### src/sv/urlpd_pkg.sv
// ---------------------------------------------------------------------------
// URL percent decoder package
// Shared types, character constants and the small decode helpers.
// ---------------------------------------------------------------------------
package urlpd_pkg;

	localparam int unsigned FIFO_DEPTH = 4;
	localparam int unsigned PTR_W      = $clog2(FIFO_DEPTH);
	localparam int unsigned CNT_W      = $clog2(FIFO_DEPTH + 1);

	localparam logic [7:0] CH_PCT   = 8'h25;
	localparam logic [7:0] CH_PLUS  = 8'h2B;
	localparam logic [7:0] CH_SPACE = 8'h20;
	localparam logic [7:0] CH_0     = 8'h30;
	localparam logic [7:0] CH_9     = 8'h39;
	localparam logic [7:0] CH_LA    = 8'h61;
	localparam logic [7:0] CH_LF    = 8'h66;
	localparam logic [7:0] CH_UA    = 8'h41;
	localparam logic [7:0] CH_UF    = 8'h46;

	// Number of results one request leaves in the output queue.
	localparam logic [1:0] PUSH_NONE = 2'd0;
	localparam logic [1:0] PUSH_ONE  = 2'd1;
	localparam logic [1:0] PUSH_TWO  = 2'd2;

	typedef struct packed {
		logic [7:0] data;
		logic       last;
	} urlpd_item_t;

	typedef struct packed {
		logic [1:0]  count;
		urlpd_item_t first;
		urlpd_item_t second;
	} urlpd_push_t;

	// Returns {is_hex, value}.
	function automatic logic [4:0] hex_digit(input logic [7:0] c);
		logic [4:0] r;
		r = '0;
		if (c >= CH_0 && c <= CH_9) begin
			r = {1'b1, c[3:0]};
		end else if ((c >= CH_LA && c <= CH_LF) || (c >= CH_UA && c <= CH_UF)) begin
			// Letters a..f and A..F both have low nibble 1..6.
			r = {1'b1, 4'(c[3:0] + 4'd9)};
		end
		return r;
	endfunction

	function automatic logic [7:0] plain_byte(input logic [7:0] c);
		return (c == CH_PLUS) ? CH_SPACE : c;
	endfunction

endpackage

### src/sv/urlpd_if.sv
// ---------------------------------------------------------------------------
// URL percent decoder stream interfaces
// Valid/ready channels for the raw input bytes and the decoded bytes.
// ---------------------------------------------------------------------------
interface urlpd_in_if;
	logic       valid;
	logic       ready;
	logic [7:0] in_byte;
	logic       in_last;

	modport source (output valid, output in_byte, output in_last, input ready);
	modport sink   (input valid, input in_byte, input in_last, output ready);
endinterface

interface urlpd_out_if;
	logic       valid;
	logic       ready;
	logic [7:0] out_byte;
	logic       out_last;

	modport source (output valid, output out_byte, output out_last, input ready);
	modport sink   (input valid, input out_byte, input out_last, output ready);
endinterface

### src/sv/urlpd_fifo.sv
// ---------------------------------------------------------------------------
// URL percent decoder result queue
// Small register queue that takes up to two results a cycle and gives one.
// ---------------------------------------------------------------------------
module urlpd_fifo
	import urlpd_pkg::*;
(
	input  logic              clk,
	input  logic              arst_n,
	input  urlpd_push_t       push,
	input  logic              pop,
	output urlpd_item_t       head,
	output logic              not_empty,
	output logic [CNT_W-1:0]  fill
);

	urlpd_item_t            mem_q [FIFO_DEPTH];
	logic [PTR_W-1:0]       wr_ptr_q;
	logic [PTR_W-1:0]       rd_ptr_q;
	logic [CNT_W-1:0]       count_q;
	logic                   do_pop;

	assign do_pop    = pop && (count_q != '0);
	assign not_empty = (count_q != '0);
	assign head      = mem_q[rd_ptr_q];
	assign fill      = count_q;

	always_ff @(posedge clk) begin
		if (push.count != PUSH_NONE) begin
			mem_q[wr_ptr_q] <= push.first;
		end
		if (push.count == PUSH_TWO) begin
			mem_q[PTR_W'(wr_ptr_q + 1'b1)] <= push.second;
		end
	end

	always_ff @(posedge clk or negedge arst_n) begin
		if (!arst_n) begin
			wr_ptr_q <= '0;
			rd_ptr_q <= '0;
			count_q  <= '0;
		end else begin
			wr_ptr_q <= PTR_W'(wr_ptr_q + PTR_W'(push.count));
			if (do_pop) begin
				rd_ptr_q <= PTR_W'(rd_ptr_q + 1'b1);
			end
			count_q <= CNT_W'(count_q + CNT_W'(push.count) - CNT_W'(do_pop));
		end
	end

endmodule

### src/sv/url_percent_decoder.sv
// ---------------------------------------------------------------------------
// URL percent decoder
// Streams one URL-encoded text a byte at a time and emits decoded bytes.
// ---------------------------------------------------------------------------
//  channel | dir | payload            | accepted when
//  din     | in  | in_byte, in_last   | din.valid && din.ready
//  dout    | out | out_byte, out_last | dout.valid && dout.ready
//
// One byte is accepted per cycle while din.ready is high. A byte is registered
// in the input register, where the escape state decides its results, and is
// then written into a four-entry result queue that drives dout. The input
// register advances only while the queue holds at most two entries, so a
// stall on dout backs up into din.ready. Reset clears the escape state, the
// input register valid and the queue.
// ---------------------------------------------------------------------------
module url_percent_decoder
	import urlpd_pkg::*;
(
	input  logic       clk,
	input  logic       arst_n,
	urlpd_in_if.sink   din,
	urlpd_out_if.source dout
);

	localparam logic [1:0] PH_IDLE  = 2'd0;
	localparam logic [1:0] PH_PCT   = 2'd1;
	localparam logic [1:0] PH_DIGIT = 2'd2;

	logic              valid_s1;
	logic [7:0]        byte_s1;
	logic              last_s1;
	logic [1:0]        phase_q;
	logic [7:0]        held_q;
	logic [1:0]        phase_d;
	logic [CNT_W-1:0]  fill;
	logic              advance;
	logic              take;
	logic [4:0]        hex_held;
	logic [4:0]        hex_cur;
	logic [7:0]        esc_val;
	urlpd_push_t       push;
	urlpd_item_t       head;
	logic              not_empty;

	assign advance   = valid_s1 && (fill <= CNT_W'(FIFO_DEPTH - 2));
	assign din.ready = !valid_s1 || advance;
	assign take      = din.valid && din.ready;

	always_ff @(posedge clk or negedge arst_n) begin
		if (!arst_n) begin
			valid_s1 <= 1'b0;
		end else if (din.ready) begin
			valid_s1 <= din.valid;
		end
	end

	always_ff @(posedge clk) begin
		if (take) begin
			byte_s1 <= din.in_byte;
			last_s1 <= din.in_last;
		end
	end

	assign hex_held = hex_digit(held_q);
	assign hex_cur  = hex_digit(byte_s1);

	always_comb begin
		esc_val = '0;
		if (hex_held[4]) begin
			esc_val = hex_cur[4] ? {hex_held[3:0], hex_cur[3:0]} : {4'd0, hex_held[3:0]};
		end
	end

	always_comb begin
		push         = '0;
		phase_d      = PH_IDLE;
		push.first   = '{data: plain_byte(byte_s1), last: last_s1};
		push.second  = '{data: plain_byte(byte_s1), last: 1'b1};
		unique case (phase_q)
			PH_PCT: begin
				if (last_s1) begin
					// Text ended right after the percent sign: both go out literally.
					push.count = PUSH_TWO;
					push.first = '{data: CH_PCT, last: 1'b0};
				end else begin
					phase_d = PH_DIGIT;
				end
			end
			PH_DIGIT: begin
				push.count = PUSH_ONE;
				push.first = '{data: esc_val, last: last_s1};
			end
			default: begin
				if (byte_s1 == CH_PCT && !last_s1) begin
					phase_d = PH_PCT;
				end else begin
					push.count = PUSH_ONE;
				end
			end
		endcase
		if (!advance) begin
			push.count = PUSH_NONE;
		end
	end

	always_ff @(posedge clk or negedge arst_n) begin
		if (!arst_n) begin
			phase_q <= PH_IDLE;
			held_q  <= '0;
		end else if (advance) begin
			phase_q <= phase_d;
			if (phase_q == PH_PCT) begin
				held_q <= byte_s1;
			end
		end
	end

	urlpd_fifo u_fifo (
		.clk       (clk),
		.arst_n    (arst_n),
		.push      (push),
		.pop       (dout.ready),
		.head      (head),
		.not_empty (not_empty),
		.fill      (fill)
	);

	assign dout.valid    = not_empty;
	assign dout.out_byte = head.data;
	assign dout.out_last = head.last;

	a_fill_bound: assert property (@(posedge clk) disable iff (!arst_n)
		fill <= CNT_W'(FIFO_DEPTH))
		else $error("result queue overflow");

	a_last_clears: assert property (@(posedge clk) disable iff (!arst_n)
		(advance && last_s1) |=> (phase_q == PH_IDLE))
		else $error("escape state survives the end of a text");

	a_hold_digit: assert property (@(posedge clk) disable iff (!arst_n)
		(advance && phase_q == PH_PCT && !last_s1) |=>
		(held_q == $past(byte_s1) && phase_q == PH_DIGIT))
		else $error("first escape digit not held");

	a_stage_holds: assert property (@(posedge clk) disable iff (!arst_n)
		(valid_s1 && !advance) |=> (valid_s1 && $stable(byte_s1) && $stable(last_s1)))
		else $error("stalled input stage lost its byte");

endmodule
### src/flat_wrapper.sv
// flat-port wrapper written by rule: the top's interface ports become plain ports
module url_percent_decoder_flat import urlpd_pkg::*;
  (clk, arst_n, din_valid, din_in_byte, din_in_last, din_ready, dout_valid, dout_out_byte, dout_out_last, dout_ready);
  urlpd_in_if din_i ();
  urlpd_out_if dout_i ();
  input  logic clk;
  input  logic arst_n;
  input wire logic [$bits(din_i.valid)-1:0] din_valid;
  input wire logic [$bits(din_i.in_byte)-1:0] din_in_byte;
  input wire logic [$bits(din_i.in_last)-1:0] din_in_last;
  output wire logic [$bits(din_i.ready)-1:0] din_ready;
  output wire logic [$bits(dout_i.valid)-1:0] dout_valid;
  output wire logic [$bits(dout_i.out_byte)-1:0] dout_out_byte;
  output wire logic [$bits(dout_i.out_last)-1:0] dout_out_last;
  input wire logic [$bits(dout_i.ready)-1:0] dout_ready;
  assign din_i.valid = din_valid;
  assign din_i.in_byte = din_in_byte;
  assign din_i.in_last = din_in_last;
  assign din_ready = din_i.ready;
  assign dout_valid = dout_i.valid;
  assign dout_out_byte = dout_i.out_byte;
  assign dout_out_last = dout_i.out_last;
  assign dout_i.ready = dout_ready;
  url_percent_decoder u_core (.clk(clk), .arst_n(arst_n), .din(din_i), .dout(dout_i));
endmodule
### config.mk
export PLATFORM = sky130hd
export DESIGN_NAME = url_percent_decoder_flat
export DESIGN_NICKNAME = d
export VERILOG_FILES = /design/src/sv/urlpd_pkg.sv /design/src/sv/urlpd_if.sv /design/src/sv/urlpd_fifo.sv /design/src/sv/url_percent_decoder.sv /design/src/flat_wrapper.sv
export SDC_FILE = /design/constraint.sdc
export NUM_CORES = 1
export LEC_CHECK = 0
export BUFFER_PORTS_ARGS = -buffer_cell sky130_fd_sc_hd__buf_2
export CAP_MARGIN = 25
export CELL_PAD_IN_SITES_DETAIL_PLACEMENT = 1
export CELL_PAD_IN_SITES_GLOBAL_PLACEMENT = 1
export CORE_MARGIN = 1.5
export CORE_UTILIZATION = 50
export CTS_BUF_LIST = sky130_fd_sc_hd__clkbuf_16
export DETAILED_ROUTE_END_ITERATION = 10
export GPL_TIMING_DRIVEN = 0
export PLACE_DENSITY_LB_ADDON = 0.15
export SKIP_LAST_GASP = 1
export SLEW_MARGIN = 20
export SYNTH_ARGS = -nofsm -noshare
export SYNTH_HDL_FRONTEND = slang
export SYNTH_HIERARCHICAL = 1
export SYNTH_SLANG_ARGS = --single-unit
### constraint.sdc
create_clock -name clk -period 3.3 [get_ports clk]
set_input_delay 0.165 -clock clk [delete_from_list [all_inputs] [get_ports clk]]
set_output_delay 0.165 -clock clk [all_outputs]
set_load 0.03 [all_outputs]
# [After elaboration in Yosys (flattened, before gate mapping)]
# Memory sizes are Yosys's and may differ from the RTL's.
# Cells that the tools add are included.
[classes] add_sub_neg=7 n_lt_le_gt_ge=13 eq_ne=5 n_mux=19 reduce_logical=18
[op_table] op="$ge A8 B7 Y1 const B" n=4
[op_table] op="$le A8 B7 Y1 const B" n=4
[op_table] op="$mux W8" n=3
[op_table] op="$mux W5" n=4
[op_table] op="$pmux W9 S2" n=1
[op_table] op="$eq A8 B6 Y1 const B" n=2
[op_table] op="$ge A8 B6 Y1 const B" n=2
[op_table] op="$le A8 B6 Y1 const B" n=2
[op_table] op="$mux W11" n=1
[op_table] op="$logic_and A1 B1 Y1" n=10
[op_table] op="$add A4 B4 Y4 const B" n=2
[op_table] op="$pmux W2 S2" n=2
[op_table] op="$mux W1" n=6
[op_table] op="$add A2 B1 Y2 const B" n=2
[op_table] op="$eq A2 B2 Y1 const B" n=2
[op_table] op="$mux W2" n=2
[op_table] op="$add A3 B2 Y3" n=1
[op_table] op="$le A3 B2 Y1 const B" n=1
[op_table] op="$logic_or A1 B1 Y1" n=3
[op_table] op="$reduce_bool A3 Y1" n=1
[op_table] op="$sub A3 B1 Y3" n=1
[op_table] op="$add A2 B2 Y2" n=1
[op_table] op="$eq A2 B1 Y1 const B" n=1
[op_table] op="$logic_not A1 Y1" n=2
[op_table] op="other kinds (2)" n=2
[totals] reg_bits=27 mem_bits_rw=36 elab_cells=71 n_memories=1
[memory_table] memory="u_core.u_fifo.mem_q" depth=4 word_bits=9 read_ports=1 rd_ports_with_merged_regs=0 write_ports=2 line_no="urlpd_fifo.sv:17" source="urlpd_item_t mem_q [FIFO_DEPTH];"

# [Logic depth before layout (Yosys ltp)]
[depth] word_depth=8 depth_mapped=14

# [Cells and area by module]
# Netlist, hierarchy kept.
[by_module_without_submodules] mod="urlpd_fifo" instances=1 cells_per_inst=127 area_each_um2=2169.6 seq_area_each_um2=1256.2
[by_module_without_submodules] mod="url_percent_decoder" instances=1 cells_per_inst=135 area_each_um2=1405.1 seq_area_each_um2=545.5

# [Worst setup path after synthesis]
# Ideal clock, no wire load.
[synth_timing] path_kind="register -> register" from="register u_core.phase_q[0]" to="register u_core.u_fifo.count_q[2], in the netlist u_core/u_fifo/fill[2]" setup_time_ns=0.080 arrival_time_ns=2.551 t_required_ns=3.220 path_slack_ns=0.669 stages_incl_launch_ff=15 cell_sequence="dfrtp_1 inv_1 ha_1 clkbuf_8 nand4b_1 nor3_1 nor3_1 clkbuf_2 inv_1 ha_1 inv_1 ha_1 fa_1 xnor2_1 xnor2_1"
[synth_lines] element="from (decl)" line_no="url_percent_decoder.sv:32" source="logic [1:0] phase_q;"
[synth_lines] element="from (signal assigned)" line_no="url_percent_decoder.sv:111" source="phase_q <= phase_d;"
[synth_lines] element="to (signal assigned)" line_no="urlpd_fifo.sv:47" source="count_q <= CNT_W'(count_q + CNT_W'(push.count) - CNT_W'(do_pop));"
[synth_lines] element="to (decl)" line_no="urlpd_fifo.sv:20" source="logic [CNT_W-1:0] count_q;"

==> impl_metrics.json <==
{
  "outcome": "completed",
  "rows": 30,
  "routed_via_density": 5.605,
  "synth_xor_area_frac": 0.01960,
  "antenna_found_initial": 0,
  "yosysUniqueCellTypes": 59,
  "synth.largest_area_cell": "edfxtp_1",
  "cts_tree": "built",
  "maxCapViolations": 0,
  "clk_path_buf_depth": 2,
  "track_usage": 0.2329,
  "wl_met2_mm": 4.119,
  "hpwl_mm": 5.593,
  "max_stage_delay_ps": 760,
  "synth-adder-area-share": 0.04760,
  "pwr-share-comb": 0.357,
  "vdd_drop_max_mv": 0.4091,
  "portBuffers": 23,
  "die_h_microns": 87.56,
  "ys_seq_elements": 63,
  "postSynth.asyncResetShare": 0.2857,
  "drtPass1Iterations": 4,
  "p_leak_nw": 1.608,
  "synth_edf_count": 45,
  "synth_top_family_by_area": "multiplexers",
  "finalSetupViolations": 0,
  "crit_end": "u_core/u_fifo/mem_q[3][5]$_DFFE_PP_",
  "gp_congestion": 0.7805,
  "grt_pass1_vias": 2396,
  "grt_first_pass_wirelength_mm": 12.67,
  "root_buffer": "clkbuf_16",
  "cts_sinks": 63,
  "crit_top_cell": "nor3_1",
  "required_ps": 3250,
  "cpMaxStageDelayCell": "nor2b_1",
  "slew_viol_final": 0,
  "criticalPathCategory": "reg2reg",
  "worstPathArrival_ps": 3040,
  "final_util": 0.6118,
  "setup_ws_ps": 209.7,
  "finClkSkew_ps": 5.592,
  "muxShareOfSynthArea": 0.1918,
  "place_ws_ps": -13.91,
  "power_density_nw_per_um2": 800.4,
  "rr_endpoint": "u_core/u_fifo/mem_q[3][5]$_DFFE_PP_",
  "clk_latency_ps": 330,
  "intPower_mw": 2.217,
  "r2r-start": "u_core/byte_s1[7]$_DFFE_PP_",
  "synthSimpleGateAreaFrac": 0.1033,
  "period_share": 0.9365,
  "cp_top_family": "simple AND/OR/NAND/NOR gates",
  "crit_path_end_kind": "register",
  "whs_ps": 10.66,
  "synth_compound_area_frac": 0.09065,
  "slew_headroom": 0.3505,
  "syn_inst": 262,
  "drc": 0,
  "drtAntennaViolNets": 0,
  "drt-met1-wl_mm": 3.391,
  "clk_pin_slew_ps": 50,
  "ios": 24,
  "wl_per_cell_microns": 19.45,
  "grt_max_degree": 19,
  "drive_gt1_frac": 0.3654,
  "crit_cells": 6,
  "crit_buf_inv": 1,
  "switching_share": 0.3410,
  "synth_top_area_share": 0.3780,
  "layout_common_cells": "45 x edfxtp_1, 39 x mux2_2, 29 x buf_2",
  "wirelength_mm": 7.935,
  "power_frac_seq": 0.355,
  "power_frac_clock": 0.288,
  "timing.final.crit_period_ps": 3090,
  "setup_tns_ps": 0,
  "worstPathMaxFanout": 9,
  "setup.worst_path.start": "u_core/byte_s1[7]$_DFFE_PP_",
  "yosysSeqAreaShare": 0.5040,
  "start_kind": "register",
  "start_util": 0.5204,
  "top_layer": "met4",
  "grt-ovfl-total": 0,
  "num_vias": 2287,
  "dr_wl_met3_microns": 313,
  "synthFlopType": "edfxtp_1",
  "worst_pin_slew_ps": 972.2,
  "min_path_type": "in2reg",
  "core_area_sq_um": 6869,
  "fmax_ghz": 0.3236,
  "rrSetupSlack_ps": 210,
  "syn_area_sq_um": 3575,
  "ctsHtreeMaxLevel": 3,
  "drt-initial-drc-count": 58,
  "crit_chain": "or4b_1 -> nor3_1 -> nor3_1 -> clkbuf_2 -> mux2i_1 -> nor2b_1",
  "nets": 333,
  "syn_avg_cell_area_sq_um": 13.64,
  "rsz0062_at_grt": "no",
  "die_w_microns": 87.56,
  "yosys-top-cells-area": "edfxtp_1 38%, dfrtp_1 13%, mux2_2 12%",
  "dieArea_sq_um": 7666,
  "hold_violations": 0,
  "area_growth_pct": 17.57,
  "r2r_cells": 6,
  "diodes": 0,
  "p_switching_mw": 1.147,
  "cts_made_buffers": 9,
  "layout_commonest_cell": "edfxtp_1",
  "yosys_warnings": 6
}
registers in the layout (all words and copies together) (netlist names):
| name | flops |
|---|---|
| u_core/u_fifo/mem_q | 36 |
| u_core/byte_s1 | 8 |
| u_core/held_q | 8 |
| u_core/u_fifo/fill | 3 |
| u_core/phase_q | 2 |
| u_core/u_fifo/rd_ptr_q | 2 |
| u_core/u_fifo/wr_ptr_q | 2 |
| u_core/last_s1 | 1 |
| u_core/valid_s1 | 1 |
Yosys cell counts (all sizes together) (4+ instances only):
cell type / number
inv: 14
clkbuf: 9
mux4: 9
edfxtp: 45
o21bai: 5
o22ai: 4
o21ai: 9
xnor2: 7
mux2: 42
nor2: 6
nor3: 6
nand2: 13
buf: 8
nor2b: 4
nand2b: 6
dfrtp: 18
ha: 12
worst reg2reg max path, cell delays in order (launching register included):
cell and delay, ps:
edfxtp_1 540, or4b_1 600, nor3_1 320, nor3_1 110
clkbuf_2 200, mux2i_1 170, nor2b_1 760
metal layers:
metal  vias up  GRT usage
met5         -          0
met4         0    0.07359
met3        10    0.06221
met2        45     0.4133
met1      1150     0.2757
li1       1082          -
worst min path at each step:
stage	end	cells after the start	from
finish	u_core/byte_s1[3]$_DFFE_PP_	1	din_in_byte[3]
global route	u_core/byte_s1[6]$_DFFE_PP_	1	din_in_byte[6]
CTS	u_core/last_s1$_DFFE_PP_	1	din_in_last
detailed placement	u_core/u_fifo/fill[0]$_DFF_PN0_	1	arst_n
global placement	u_core/u_fifo/fill[0]$_DFF_PN0_	1	arst_n
floorplan	u_core/held_q[0]$_DFFE_PN0P_	0	arst_n
cells by family after synthesis:
logic type,count (synthesis)
AND/OR/NAND/NOR,55
buffers and inverters,31
adder cells (fa/ha/maj),13
other,1
AO/OA/AOI/OAI,39
multiplexers,52
XOR/XNOR,8
flip-flops,63
repair_timing:
action,4_1_cts,5_1_grt
gates resized for setup,0,1
endpoints found under the setup margin,6,16
pin swaps,0,1
hold endpoints to repair,19,1
hold buffers,2,1
buffers inserted,2,2
gates cloned,0,0
cell type report:
cell class | instances | area, sq um
fillers | 707 | 2666
flip-flops and latches | 63 | 1802
multi-input cells | 171 | 1643
clock buffers | 9 | 225.2
repair buffers | 31 | 182.7
well taps | 96 | 120.1
plain buffers | 17 | 97.59
clock inverters | 7 | 80.08
inverters | 14 | 52.55
stage by stage:
stage / instance area [sq um] / instances / total power, mW
final: 4203 / 408 / 3.364
after global routing: 4203 / 408 / 3.562
after CTS: 4174 / 405 / 3.397
after detailed placement: 3834 / 385 / 2.408
after global placement: 3821 / 384 / 2.334
after floorplan: 3586 / 265 / 2.075
power groups by stage:
stage | combinational, mW | clock [mW] | sequential [mW]
after floorplan | 0.911 | 0 | 1.16
after global placement | 1.14 | 0 | 1.20
after detailed placement | 1.20 | 0 | 1.21
after CTS | 1.22 | 0.986 | 1.19
after global routing | 1.33 | 1.03 | 1.21
final | 1.20 | 0.967 | 1.19
Power figures use the tool's default switching activity.
